<file path="config.mk">
export PLATFORM = sky130hd
export DESIGN_NAME = inb_isqrt
export DESIGN_NICKNAME = d
export VERILOG_FILES = /design/src/sv/inb_isqrt.sv
export SDC_FILE = /design/constraint.sdc
export NUM_CORES = 1
export LEC_CHECK = 0
export ABC_AREA = 1
export BUFFER_PORTS_ARGS = -buffer_cell sky130_fd_sc_hd__clkbuf_2
export CAP_MARGIN = 15
export CORE_MARGIN = 4
export CORE_UTILIZATION = 45
export DETAILED_ROUTE_END_ITERATION = 6
export PLACE_DENSITY = 0.62
export SYNTH_ARGS = -nofsm -noshare
export SYNTH_HDL_FRONTEND = slang
export SYNTH_SLANG_ARGS = --single-unit
</file>
<file path="constraint.sdc">
create_clock -name i_clk -period 10.2 [get_ports i_clk]
set_input_delay 1.02 -clock i_clk [delete_from_list [all_inputs] [get_ports i_clk]]
set_output_delay 1.02 -clock i_clk [all_outputs]
set_load 0.005 [all_outputs]
</file>
<file path="src/sv/inb_isqrt.sv">
`timescale 1ns / 1ps
// ----------------------------------------------------------------------------
// inb_isqrt
// Digit-serial integer square root, one result bit per cycle.
// ----------------------------------------------------------------------------
module inb_isqrt (
    input  logic        i_clk,
    input  logic        i_rst_n,
    input  logic        i_start,
    input  logic [32:0] i_radicand,
    output logic        o_done,
    output logic [16:0] o_root
);

    logic [32:0] r_rem;
    logic [33:0] r_val;
    logic [16:0] r_root;
    logic [4:0]  r_cnt;
    logic        r_busy;
    logic        r_done;
    logic [34:0] n_trial;
    logic [34:0] n_rem2;

    // Bring down two radicand bits and try the next root bit.
    always_comb begin
        n_rem2  = {r_rem[32:0], r_val[33:32]};
        n_trial = n_rem2 - {16'd0, r_root, 2'b01};
    end

    always_ff @(posedge i_clk) begin
        if (!i_rst_n) begin
            r_busy <= 1'b0;
            r_done <= 1'b0;
        end else begin
            r_done <= 1'b0;
            if (i_start) begin
                r_busy <= 1'b1;
                r_cnt  <= 5'd0;
                r_rem  <= '0;
                r_root <= '0;
                r_val  <= {1'b0, i_radicand};
            end else if (r_busy) begin
                r_val <= {r_val[31:0], 2'b00};
                if (!n_trial[34]) begin
                    r_rem  <= n_trial[32:0];
                    r_root <= {r_root[15:0], 1'b1};
                end else begin
                    r_rem  <= n_rem2[32:0];
                    r_root <= {r_root[15:0], 1'b0};
                end
                if (r_cnt == 5'd16) begin
                    r_busy <= 1'b0;
                    r_done <= 1'b1;
                end
                r_cnt <= r_cnt + 5'd1;
            end
        end
    end

    assign o_done = r_done;
    assign o_root = r_root;

endmodule

</file>
==> results.toml <==
[run_status]
status = "finished clean"

[pwr]
p_per_area_nw_per_um2 = 150.6
peakVddDrop_mv = 0.09202
p_leak_nw = 3.110
p_total_mw = 0.9609

[sta]
hold_slack_ns = 0.5181
worstMarginPinSlew_ns = 0.6761
tns_ns = 0
max_clock_freq_mhz = 375.6
rsz0062_at_grt = "no"
setup_viol = 0
slew_headroom = 0.5493
period_needed_ns = 2.662
finalHoldViolations = 0
finalMaxSlewViolations = 0
skew_ns = 0.01245
finalCritPeriodShare = 0.2610

[floorplanning]
dieWidth_um = 120.5
ios = 54
rows = 40
start_util = 0.4662
core-area_um2 = 12210
die_h_um = 120.5
die_area_um2 = 14510

[final_layout]
area_growth_pct = 12.11
n_antenna_cell = 0
finalCoreUtilization = 0.5226
nets = 854
finalInstanceArea_um2 = 6382
drive_gt1_frac = 0.1121

[route]
first_pass_iters = 5
wl_per_cell_um = 12.04
drt_iter0_drc = 241
vias_per_cell = 4.734
antenna_left = 0
routed_wl_um = 11690
vias = 4597
drc = 0

[yosys]
syn_area_um2 = 5693
synthCells = 750
ys_top_cells_by_area = "edfxtp_1 47%, nand2_1 18%, nor2_1 7.6%"
ys_warn_count = 0
yosysMostFrequentCell = "nand2_1"
synth.avg_cell_area_um2 = 7.591
async_flop_share = 0
ys_seq_elements = 91
synthFlopType = "edfxtp_1"
seq_area_frac_synth = 0.4765
synth_commonest_cells = "269 x nand2_1, 116 x nor2_1, 103 x inv_1"
synth_edf_count = 89
synthesis.nets = 806
yosysUniqueCellTypes = 31
synth_area_leader_cell = "edfxtp_1"
synth_top_cell_area_share = 0.4695

[worst_setup_path]
setup.worst_path.end_class = "flip-flop"
crit_required_ns = 10.31
crit_type = "reg2reg"
cp.arrival_ns = 2.77
worstSetupStartpointType = "flip-flop"
cp_max_fo = 59

[global_routing]
grtUsageTotal = 0.1692
gr-total-overflow = 0
grt_pass1_vias = 4392
antenna_found_initial = 0
grt_first_pass_wirelength_um = 19820
grt_max_degree = 66

[cts]
ctsHtreeMaxLevel = 3
cts_tree = "built"
cts_buffers = 9
root_buffer = "clkbuf_16"
clk_latency_ns = 0.35
postCtsHoldBufs = 0
path_clk_slew_ns = 0.07
post_cts_buffers = 0
clock-sinks = 91
cts_buffer_depth = 2
cts-resized-gates = 0

[place]
numPortBuffers = 53
post_dp_cell_area_um2 = 6105
place_congestion = 0.9066
place_hpwl_um = 8454

[flow_run]
drv_cap = 0

[worst_hold_path]
hold_path_class = "reg2reg"
stage by stage:
stage,setup slack [ns],cells
CTS,7.520,971
floorplan,4.246,750
finish,7.538,971
detailed placement,7.371,955
global placement,7.390,955
global route,7.256,971
final cells by class:
type                       count  area [µm²]
tap                          168       210.2
inverter                     104       390.4
sequential                    91        2713
fill                        1246        5829
clock inverter                 6       48.80
clock buffer                  10       229.0
timing repair buffer          57       295.3
multi-input combinational    535        2496
registers in the layout, indices dropped and copies added (netlist names):
register	flops
o_done	1
o_root	17
r_rem	33
r_val	34
r_busy	1
r_cnt	5
worst max-delay path, stage by stage, from the launching register on:
cell and delay, ns:
edfxtp_1 0.39, inv_1 0.10, ha_1 0.29, nand2_1 0.12
nand2_1 0.07, nand2_1 0.06, nand2_1 0.06, nand2_1 0.07
nand3_2 0.10, nand2_1 0.10, nand2_2 0.08, nand2_4 0.11
nand3_2 0.12, nand2_4 0.49, nand2_1 0.13, nand2_1 0.09
nor2_1 0.05
routing by layer:
metal  global-route usage  wire, µm  vias to the layer above
li1                     -         -                     2457
met5                    0         0                        -
met1               0.2295      5731                     2037
met3              0.02947       444                       17
met2               0.2669      5262                       86
met4              0.07365       250                        0
placed cells by master, fill, tap and decap left out, types with 2 or more instances in the layout:
cell / count
a21oi_1: 27
and2_1: 2
and3_1: 2
buf_4: 4
clkbuf_16: 9
clkbuf_2: 53
clkinvlp_4: 2
dfxtp_1: 2
edfxtp_1: 89
ha_1: 20
inv_1: 102
inv_2: 2
nand2_1: 269
nand2_2: 3
nand2_4: 3
nand3_1: 32
nand3_2: 2
nand4_1: 6
nor2_1: 116
nor2_2: 3
nor3_1: 7
nor4_1: 3
o21ai_0: 15
or2_2: 2
xnor2_1: 5
xor2_1: 13
path summary, 6_finish.rpt:
path / start / end / slack, ns / depth (start not counted)
max: o_root[1]$_SDFFCE_PP0P_ / r_rem[14]$_SDFFCE_PP0P_ / 7.54 / 16
max reg2reg: o_root[1]$_SDFFCE_PP0P_ / r_rem[14]$_SDFFCE_PP0P_ / 7.54 / 16
min reg2reg: r_val[4]$_DFFE_PP_ / r_val[6]$_DFFE_PP_ / 0.52 / 2
min: r_val[4]$_DFFE_PP_ / r_val[6]$_DFFE_PP_ / 0.52 / 2
power breakdown:
part	leakage (nW)	switching, mW	internal [mW]
combinational	2.10	0.123	0.0662
clock	0.131	0.145	0.168
sequential	0.884	0.0137	0.445
total	3.11	0.282	0.679
logic make-up (layout without fill, tap and decap cells):
group,Yosys count,count (layout),synth area share
xor gates and xnor gates,18,18,0.02769
buffers and inverters,124,177,0.08703
and+or+nand+nor,452,452,0.3244
DFF,91,91,0.4765
AOI/OAI and AO/OA,45,45,0.04044
adders and majority gates,20,20,0.04396
Note: power is estimated with default switching activity, not from simulation.
