### src/sv/inb_ram.sv
`timescale 1ns / 1ps
// ----------------------------------------------------------------------------
// inb_ram
// Generic single-port-write, single-port-read RAM with registered read.
// ----------------------------------------------------------------------------
module inb_ram #(
    parameter int WIDTH = 32,
    parameter int DEPTH = 32
) (
    input  logic                     i_clk,
    input  logic                     i_we,
    input  logic [$clog2(DEPTH)-1:0] i_waddr,
    input  logic [WIDTH-1:0]         i_wdata,
    input  logic [$clog2(DEPTH)-1:0] i_raddr,
    output logic [WIDTH-1:0]         o_rdata
);

    logic [WIDTH-1:0] r_mem [DEPTH];
    logic [WIDTH-1:0] r_rdata;

    // Write port and registered read port.
    always_ff @(posedge i_clk) begin
        if (i_we) begin
            r_mem[i_waddr] <= i_wdata;
        end
        r_rdata <= r_mem[i_raddr];
    end

    assign o_rdata = r_rdata;

endmodule

### config.mk
export PLATFORM = sky130hd
export DESIGN_NAME = inb_ram
export DESIGN_NICKNAME = d
export VERILOG_FILES = /design/src/sv/inb_ram.sv
export SDC_FILE = /design/constraint.sdc
export NUM_CORES = 1
export LEC_CHECK = 0
export BUFFER_PORTS_ARGS = -buffer_cell sky130_fd_sc_hd__clkbuf_2
export CAP_MARGIN = 20
export CELL_PAD_IN_SITES_DETAIL_PLACEMENT = 0
export CELL_PAD_IN_SITES_GLOBAL_PLACEMENT = 1
export CORE_MARGIN = 2
export CORE_UTILIZATION = 46
export CTS_CLUSTER_DIAMETER = 60
export CTS_CLUSTER_SIZE = 8
export DETAILED_ROUTE_END_ITERATION = 8
export GPL_TIMING_DRIVEN = 0
export PLACE_DENSITY = 0.66
export RECOVER_POWER = 25
export SLEW_MARGIN = 20
export SYNTH_ARGS = -nofsm -noshare
export SYNTH_HDL_FRONTEND = slang
export SYNTH_SLANG_ARGS = --single-unit
### constraint.sdc
create_clock -name i_clk -period 3.65 [get_ports i_clk]
set_input_delay 0.73 -clock i_clk [delete_from_list [all_inputs] [get_ports i_clk]]
set_output_delay 0.73 -clock i_clk [all_outputs]
set_load 0.05 [all_outputs]
==> results of run 1 <==
## state kept, by name (all words and copies together), names as in the netlist
signal / cells
r_mem: 1024
o_rdata: 32
## cells in the mapped netlist, types with 2 or more instances
cell type / count
nand3b_1: 5
a21oi_1: 96
buf_6: 15
nand2b_1: 2
nand2_1: 98
mux2i_1: 512
a22o_1: 64
clkbuf_1: 46
edfxtp_1: 1024
buf_2: 26
clkbuf_4: 2
nor3_1: 32
nor2_1: 34
a31oi_1: 32
nand3_1: 98
a22oi_1: 96
dfxtp_1: 32
buf_1: 5
or3b_2: 3
buf_4: 33
## critical path: stages
cell and delay (ns):
clkbuf_2 0.14, nor2_1 0.15, buf_2 0.32, clkbuf_1 0.52
a22o_1 0.25, nor3_1 0.06, a31oi_1 0.52, nand3_1 0.35
## logic make-up after synthesis
family | count (synthesis)
compound gates | 288
buf+inv | 127
flops | 1056
mux | 512
simple gates | 277
## final cells by class
type / instances / area [sq um] / share of cell area
Clock buffer: 200 / 3963 / 0.08309
Antenna cell: 1 / 2.502 / 0.00005247
Sequential cell: 1056 / 31390 / 0.6582
Timing Repair Buffer: 114 / 1331 / 0.02792
Tap cell: 1155 / 1445 / 0.03030
Buffer: 127 / 753.2 / 0.01579
Multi-Input combinational cell: 1077 / 8582 / 0.1800
Clock inverter: 15 / 222.7 / 0.004670
## through the flow
step	TNS (ns)	utilization
floorplan	0	-
global placement	-964.09	0.4861
detailed placement	0	0.5002
CTS	0	0.5483
global route	0	0.5480
finish	0	0.5480
## power breakdown
group,switching [W],total [W],internal [W]
Combinational,0.00110,0.00153,0.000434
Sequential,0.0000430,0.0136,0.0135
Clock,0.00488,0.0124,0.00751
Total,0.00602,0.0275,0.0215
## final timing paths
check             slack [ns]     endpoint           from
hold reg to reg         0.61  o_rdata[17]  r_mem[26][17]
setup reg to reg        1.80  o_rdata[11]   r_mem[7][11]
setup / recovery        1.09  o_rdata[11]     i_raddr[1]
hold / removal          0.61  o_rdata[17]  r_mem[26][17]
## metal layers
| metal | up-vias | GRT usage | share of wire |
|---|---|---|---|
| met5 | - | 0 | 0 |
| met4 | 0 | 0.06918 | 0.023 |
| met3 | 171 | 0.04315 | 0.059 |
| met2 | 642 | 0.3699 | 0.49 |
| met1 | 10840 | 0.2994 | 0.42 |
| li1 | 9506 | - | - |
==> impl_metrics.py, run 1 <==
metrics = {
    "layout": {
        "drive_above_1_share": 0.1429,
        "mostFrequentLayoutCells": "1024 x edfxtp_1, 512 x mux2i_1, 151 x clkbuf_16",
        "fill_cells": 6757,
        "design_area_sq_mm": 0.04769,
        "area_delta_synth_final_pct": 17.80,
        "fin_nets": 2570,
        "mostFrequentLayoutCell": "edfxtp_1",
        "final_cells": 3745,
    },
    "logic_synthesis": {
        "synth_mux_area_frac": 0.1266,
        "post_synth_main_area_contributors": "edfxtp_1 76%, mux2i_1 13%, a22oi_1 1.8%",
        "yosysSeqAreaShare": 0.7754,
        "synth-simple-area-share": 0.03100,
        "synth_cells": 2260,
        "synthArstFlopShare": 0,
        "synthXorXnorAreaFrac": 0,
        "synth_edf_count": 1024,
        "syn_area_per_cell_sq_um": 17.91,
        "yosys_warnings": 0,
        "yosys.area.top_type": "edfxtp_1",
        "ys_seq_elements": 1056,
        "synth_fa_ha_area_frac": 0,
        "synth_top_area_share": 0.7595,
        "synth_top_family_by_area": "multiplexers",
        "synth-compound-area-share": 0.04846,
        "synthFlopType": "edfxtp_1",
        "syn_nets": 2304,
        "synth.distinct_cells": 25,
        "syn_area_sq_mm": 0.04049,
    },
    "placement": {
        "place.gp.congestion": 0.8185,
        "place_inst": 3529,
        "place_area_sq_mm": 0.04353,
        "io_buffers": 74,
        "hpwlAfterDp_mm": 66.25,
        "pre_cts_ws_ns": 0.4309,
    },
    "sta": {
        "setup_viol": 0,
        "relSlewSlack": -0.03470,
        "timing.fmax_ghz": 0.3910,
        "drv_slew": 198,
        "tightest_slew_ns": 1.552,
        "hold_violations": 0,
        "fin_crit_ns": 2.557,
        "layout_setup_ws_ns": 1.093,
        "layout_worst_path_cycle_share": 0.7006,
        "fin_skew_ns": 0.02109,
        "hold-worst-slack_ns": 0.6087,
        "rsz0062_at_grt": "false",
    },
    "drt": {
        "detail_route.wl_per_cell_microns": 26.71,
        "drt-pass1-iter-count": 7,
        "wl_mm": 100.0,
        "antenna_left": 0,
        "drc": 0,
        "viasPerCell": 5.650,
        "initialDrtViolationCount": 1868,
        "num_vias": 21160,
    },
    "clock_tree": {
        "root_buffer": "clkbuf_16",
        "post_cts_resized": 0,
        "hold_buffers": 0,
        "clockBufferDepth": 3,
        "cts-buffers-inserted": 150,
        "clkSinkCount": 1056,
        "clk_latency_ns": 0.72,
        "cts_setup_buffers": 0,
        "clk_pin_slew_ns": 0.05,
        "htreeDepth": 4,
        "cts_tree": "yes",
    },
    "run": {
        "maxCapViolCount": 9,
    },
    "die": {
        "start_util": 0.4652,
        "rows": 108,
        "ioPinCount": 76,
        "fp.dieArea_sq_mm": 0.09040,
        "coreArea_sq_mm": 0.08702,
        "die_x_microns": 300.7,
        "die-height_microns": 300.7,
    },
    "critical_path": {
        "path_class": "in -> reg",
        "cp-end-kind": "flip-flop",
        "critPathLaunchType": "input pin",
        "cp.arrival_ns": 3.05,
        "critical_path_required_ns": 4.14,
        "rr_worst_depth": 5,
        "path_max_fanout": 10,
    },
    "global_route": {
        "grt_pass1_wl_mm": 144.0,
        "grt_pass1_vias": 21550,
        "antenna_found_initial": 0,
        "overflow": 0,
        "grt_max_degree": 33,
        "track_usage": 0.2231,
    },
    "power_and_ir_drop": {
        "total_power_w": 0.02749,
        "ir_worst_vdd_v": 0.0003825,
        "power_density_mw_per_mm2": 576.5,
        "leakage_nw": 16.68,
    },
    "hold_path": {
        "hold_path_depth": 4,
        "min_path_type": "reg -> reg",
    },
    "outcome": {
        "outcome": "finished with violations",
        "violations": "capacitance limit, slew limit",
    },
}
No activity file was read; power rests on OpenSTA's default activity.
==> inputs of run 2 (changes only) <==
--- a/config.mk
+++ b/config.mk
@@ -15,7 +15,7 @@
 export CTS_CLUSTER_SIZE = 8
 export DETAILED_ROUTE_END_ITERATION = 8
 export GPL_TIMING_DRIVEN = 0
-export PLACE_DENSITY = 0.66
+export PLACE_DENSITY = 0.68
 export RECOVER_POWER = 25
 export SLEW_MARGIN = 20
 export SYNTH_ARGS = -nofsm -noshare
==> constraint.sdc (replaced) <==
create_clock -name i_clk -period 2.05 [get_ports i_clk]
set_input_delay 0.41 -clock i_clk [delete_from_list [all_inputs] [get_ports i_clk]]
set_output_delay 0.41 -clock i_clk [all_outputs]
set_load 0.05 [all_outputs]
==> impl_metrics.py, run 2 (synthesis gave the netlist of run 1 again) <==
metrics = {
    "die": {
        "rows": 108,
        "die_x_microns": 300.7,
        "die-height_microns": 300.7,
        "coreArea_sq_mm": 0.08702,
        "start_util": 0.4652,
        "fp.dieArea_sq_mm": 0.09040,
        "ioPinCount": 76,
    },
    "hold_path": {
        "min_path_type": "in -> reg",
        "hold_path_depth": 1,
    },
    "sta": {
        "fin_skew_ns": 0.01929,
        "rsz0062_at_grt": "true",
        "setup_viol": 1,
        "tightest_slew_ns": 1.607,
        "fin_crit_ns": 2.054,
        "tns_ns": -0.003550,
        "relSlewSlack": -0.07116,
        "layout_setup_ws_ns": -0.003550,
        "drv_slew": 198,
        "hold_violations": 0,
        "timing.fmax_ghz": 0.4870,
        "layout_worst_path_cycle_share": 1.002,
    },
    "layout": {
        "top_register": "r_mem",
        "drive_above_1_share": 0.1472,
        "largest_reg_flops": 1024,
        "fin_nets": 2575,
        "area_delta_synth_final_pct": 17.78,
        "mostFrequentLayoutCells": "1024 x edfxtp_1, 512 x mux2i_1, 153 x clkbuf_16",
        "design_area_sq_mm": 0.04768,
        "mostFrequentLayoutCell": "edfxtp_1",
        "fill_cells": 6729,
    },
    "global_route": {
        "track_usage": 0.2227,
        "overflow": 0,
        "grt_pass1_vias": 21840,
        "grt_pass1_wl_mm": 144.5,
        "antenna_found_initial": 3,
        "grt_max_degree": 33,
    },
    "outcome": {
        "violations": "capacitance limit, slew limit, setup timing",
        "outcome": "finished with violations",
    },
    "drt": {
        "detail_route.wl_per_cell_microns": 26.77,
        "wl_mm": 100.3,
        "initialDrtViolationCount": 1855,
        "drt-pass1-iter-count": 5,
        "drc": 0,
        "viasPerCell": 5.710,
        "num_vias": 21390,
        "antenna_left": 0,
    },
    "critical_path": {
        "critical_path_required_ns": 2.46,
        "critPathLaunchType": "input pin",
        "cp_slowest_stage_delay_ns": 0.89,
        "crit_chain": "clkbuf_2 -> nand3b_1 -> nor2_4 -> buf_16",
        "rr_worst_depth": 5,
        "path_max_fanout": 17,
        "critPathSlowestCell": "nor2_4",
        "cp-end-kind": "flip-flop",
        "cp.arrival_ns": 2.46,
        "path_class": "in -> reg",
    },
    "placement": {
        "place_area_sq_mm": 0.04346,
        "io_buffers": 74,
        "hpwlAfterDp_mm": 65.66,
        "place.gp.congestion": 0.7934,
    },
    "clock_tree": {
        "htreeDepth": 4,
        "clk_pin_slew_ns": 0.05,
        "root_buffer": "clkbuf_16",
        "clkSinkCount": 1056,
        "cts-buffers-inserted": 149,
        "cts_tree": "yes",
        "clockBufferDepth": 3,
        "clk_latency_ns": 0.71,
    },
    "power_and_ir_drop": {
        "power_density_mw_per_mm2": 1021,
        "p_comb_frac": 0.056,
        "p_int_w": 0.03824,
        "switching_share": 0.2143,
        "p_switching_w": 0.01043,
        "p_clk_frac": 0.447,
        "pwr-share-seq": 0.496,
        "ir_worst_vdd_v": 0.0006510,
        "leakage_nw": 16.68,
    },
    "run": {
        "maxCapViolCount": 9,
    },
}
==> run 2: cell types whose count changed in the layout (fill, tap and decap cells not counted), moves of 5 or more <==
cell,change
a31oi_2,+5
buf_4,+5
a31oi_1,-5
clkbuf_1,-7
==> run 2: cell type report <==
type	count	area, sq um	area share
Clock buffer	198	3998	0.08383
Tap cell	1155	1445	0.03031
Timing Repair Buffer	120	1358	0.02847
Sequential cell	1056	31390	0.6583
Clock inverter	10	117.6	0.002466
Antenna cell	2	5.005	0.0001050
Buffer	127	758.2	0.01590
Multi-Input combinational cell	1077	8613	0.1806
==> run 2: per-stage QoR <==
step | setup slack, ns | instances | power (W) | hold WS [ns] | utilization
after global placement | -2.364 | 3489 | 0.02718 | 0.6069 | 0.4875
after CTS | 0.03284 | 3735 | 0.04905 | 0.3198 | 0.5468
after detailed placement | -0.7925 | 3527 | 0.02729 | 0.6006 | 0.4994
after floorplan | -0.4447 | 2260 | 0.02609 | 0.5089 | -
after global routing | -0.0001446 | 3743 | 0.05011 | 0.4919 | 0.5479
final | -0.003550 | 3745 | 0.04867 | 0.4361 | 0.5480
==> run 2: final timing paths <==
check,from,slack (ns),to
max,i_waddr[1],-0.004,r_mem[25][26]
min,i_wdata[16],0.44,r_mem[26][16]
max reg2reg,r_mem[0][8],0.34,o_rdata[8]
min reg2reg,r_mem[11][25],0.61,o_rdata[25]
==> run 2: worst max-delay path, delay by kind of cell <==
kind | cells | cell delay (ns)
and+or+nand+nor | 2 | 1.66
buffers and inverters | 2 | 0.35
==> run 2: what timing repair did <==
action,in CTS,in global routing
gates resized for setup,3,4
endpoints found under the setup margin,2,44
pin swaps,0,3
cloned,0,0
hold buffers,0,0
hold endpoints to repair,0,0
setup buffers,0,8
==> run 2: per-layer routing <==
layer  wire, microns  vias up  track usage
li1                -     9516            -
met1           42150    11030       0.2982
met2           49420      672       0.3702
met3            6401      161      0.04084
met4            2255        4      0.07202
met5              23        -            0
==> run 2: power by group through the flow <==
stage / combinational, W / sequential, W / clock (W)
floorplan: 0.00126 / 0.0248 / 0
global placement: 0.00264 / 0.0245 / 0
detailed placement: 0.00274 / 0.0245 / 0
CTS: 0.00275 / 0.0241 / 0.0222
global route: 0.00289 / 0.0242 / 0.0231
finish: 0.00274 / 0.0242 / 0.0218
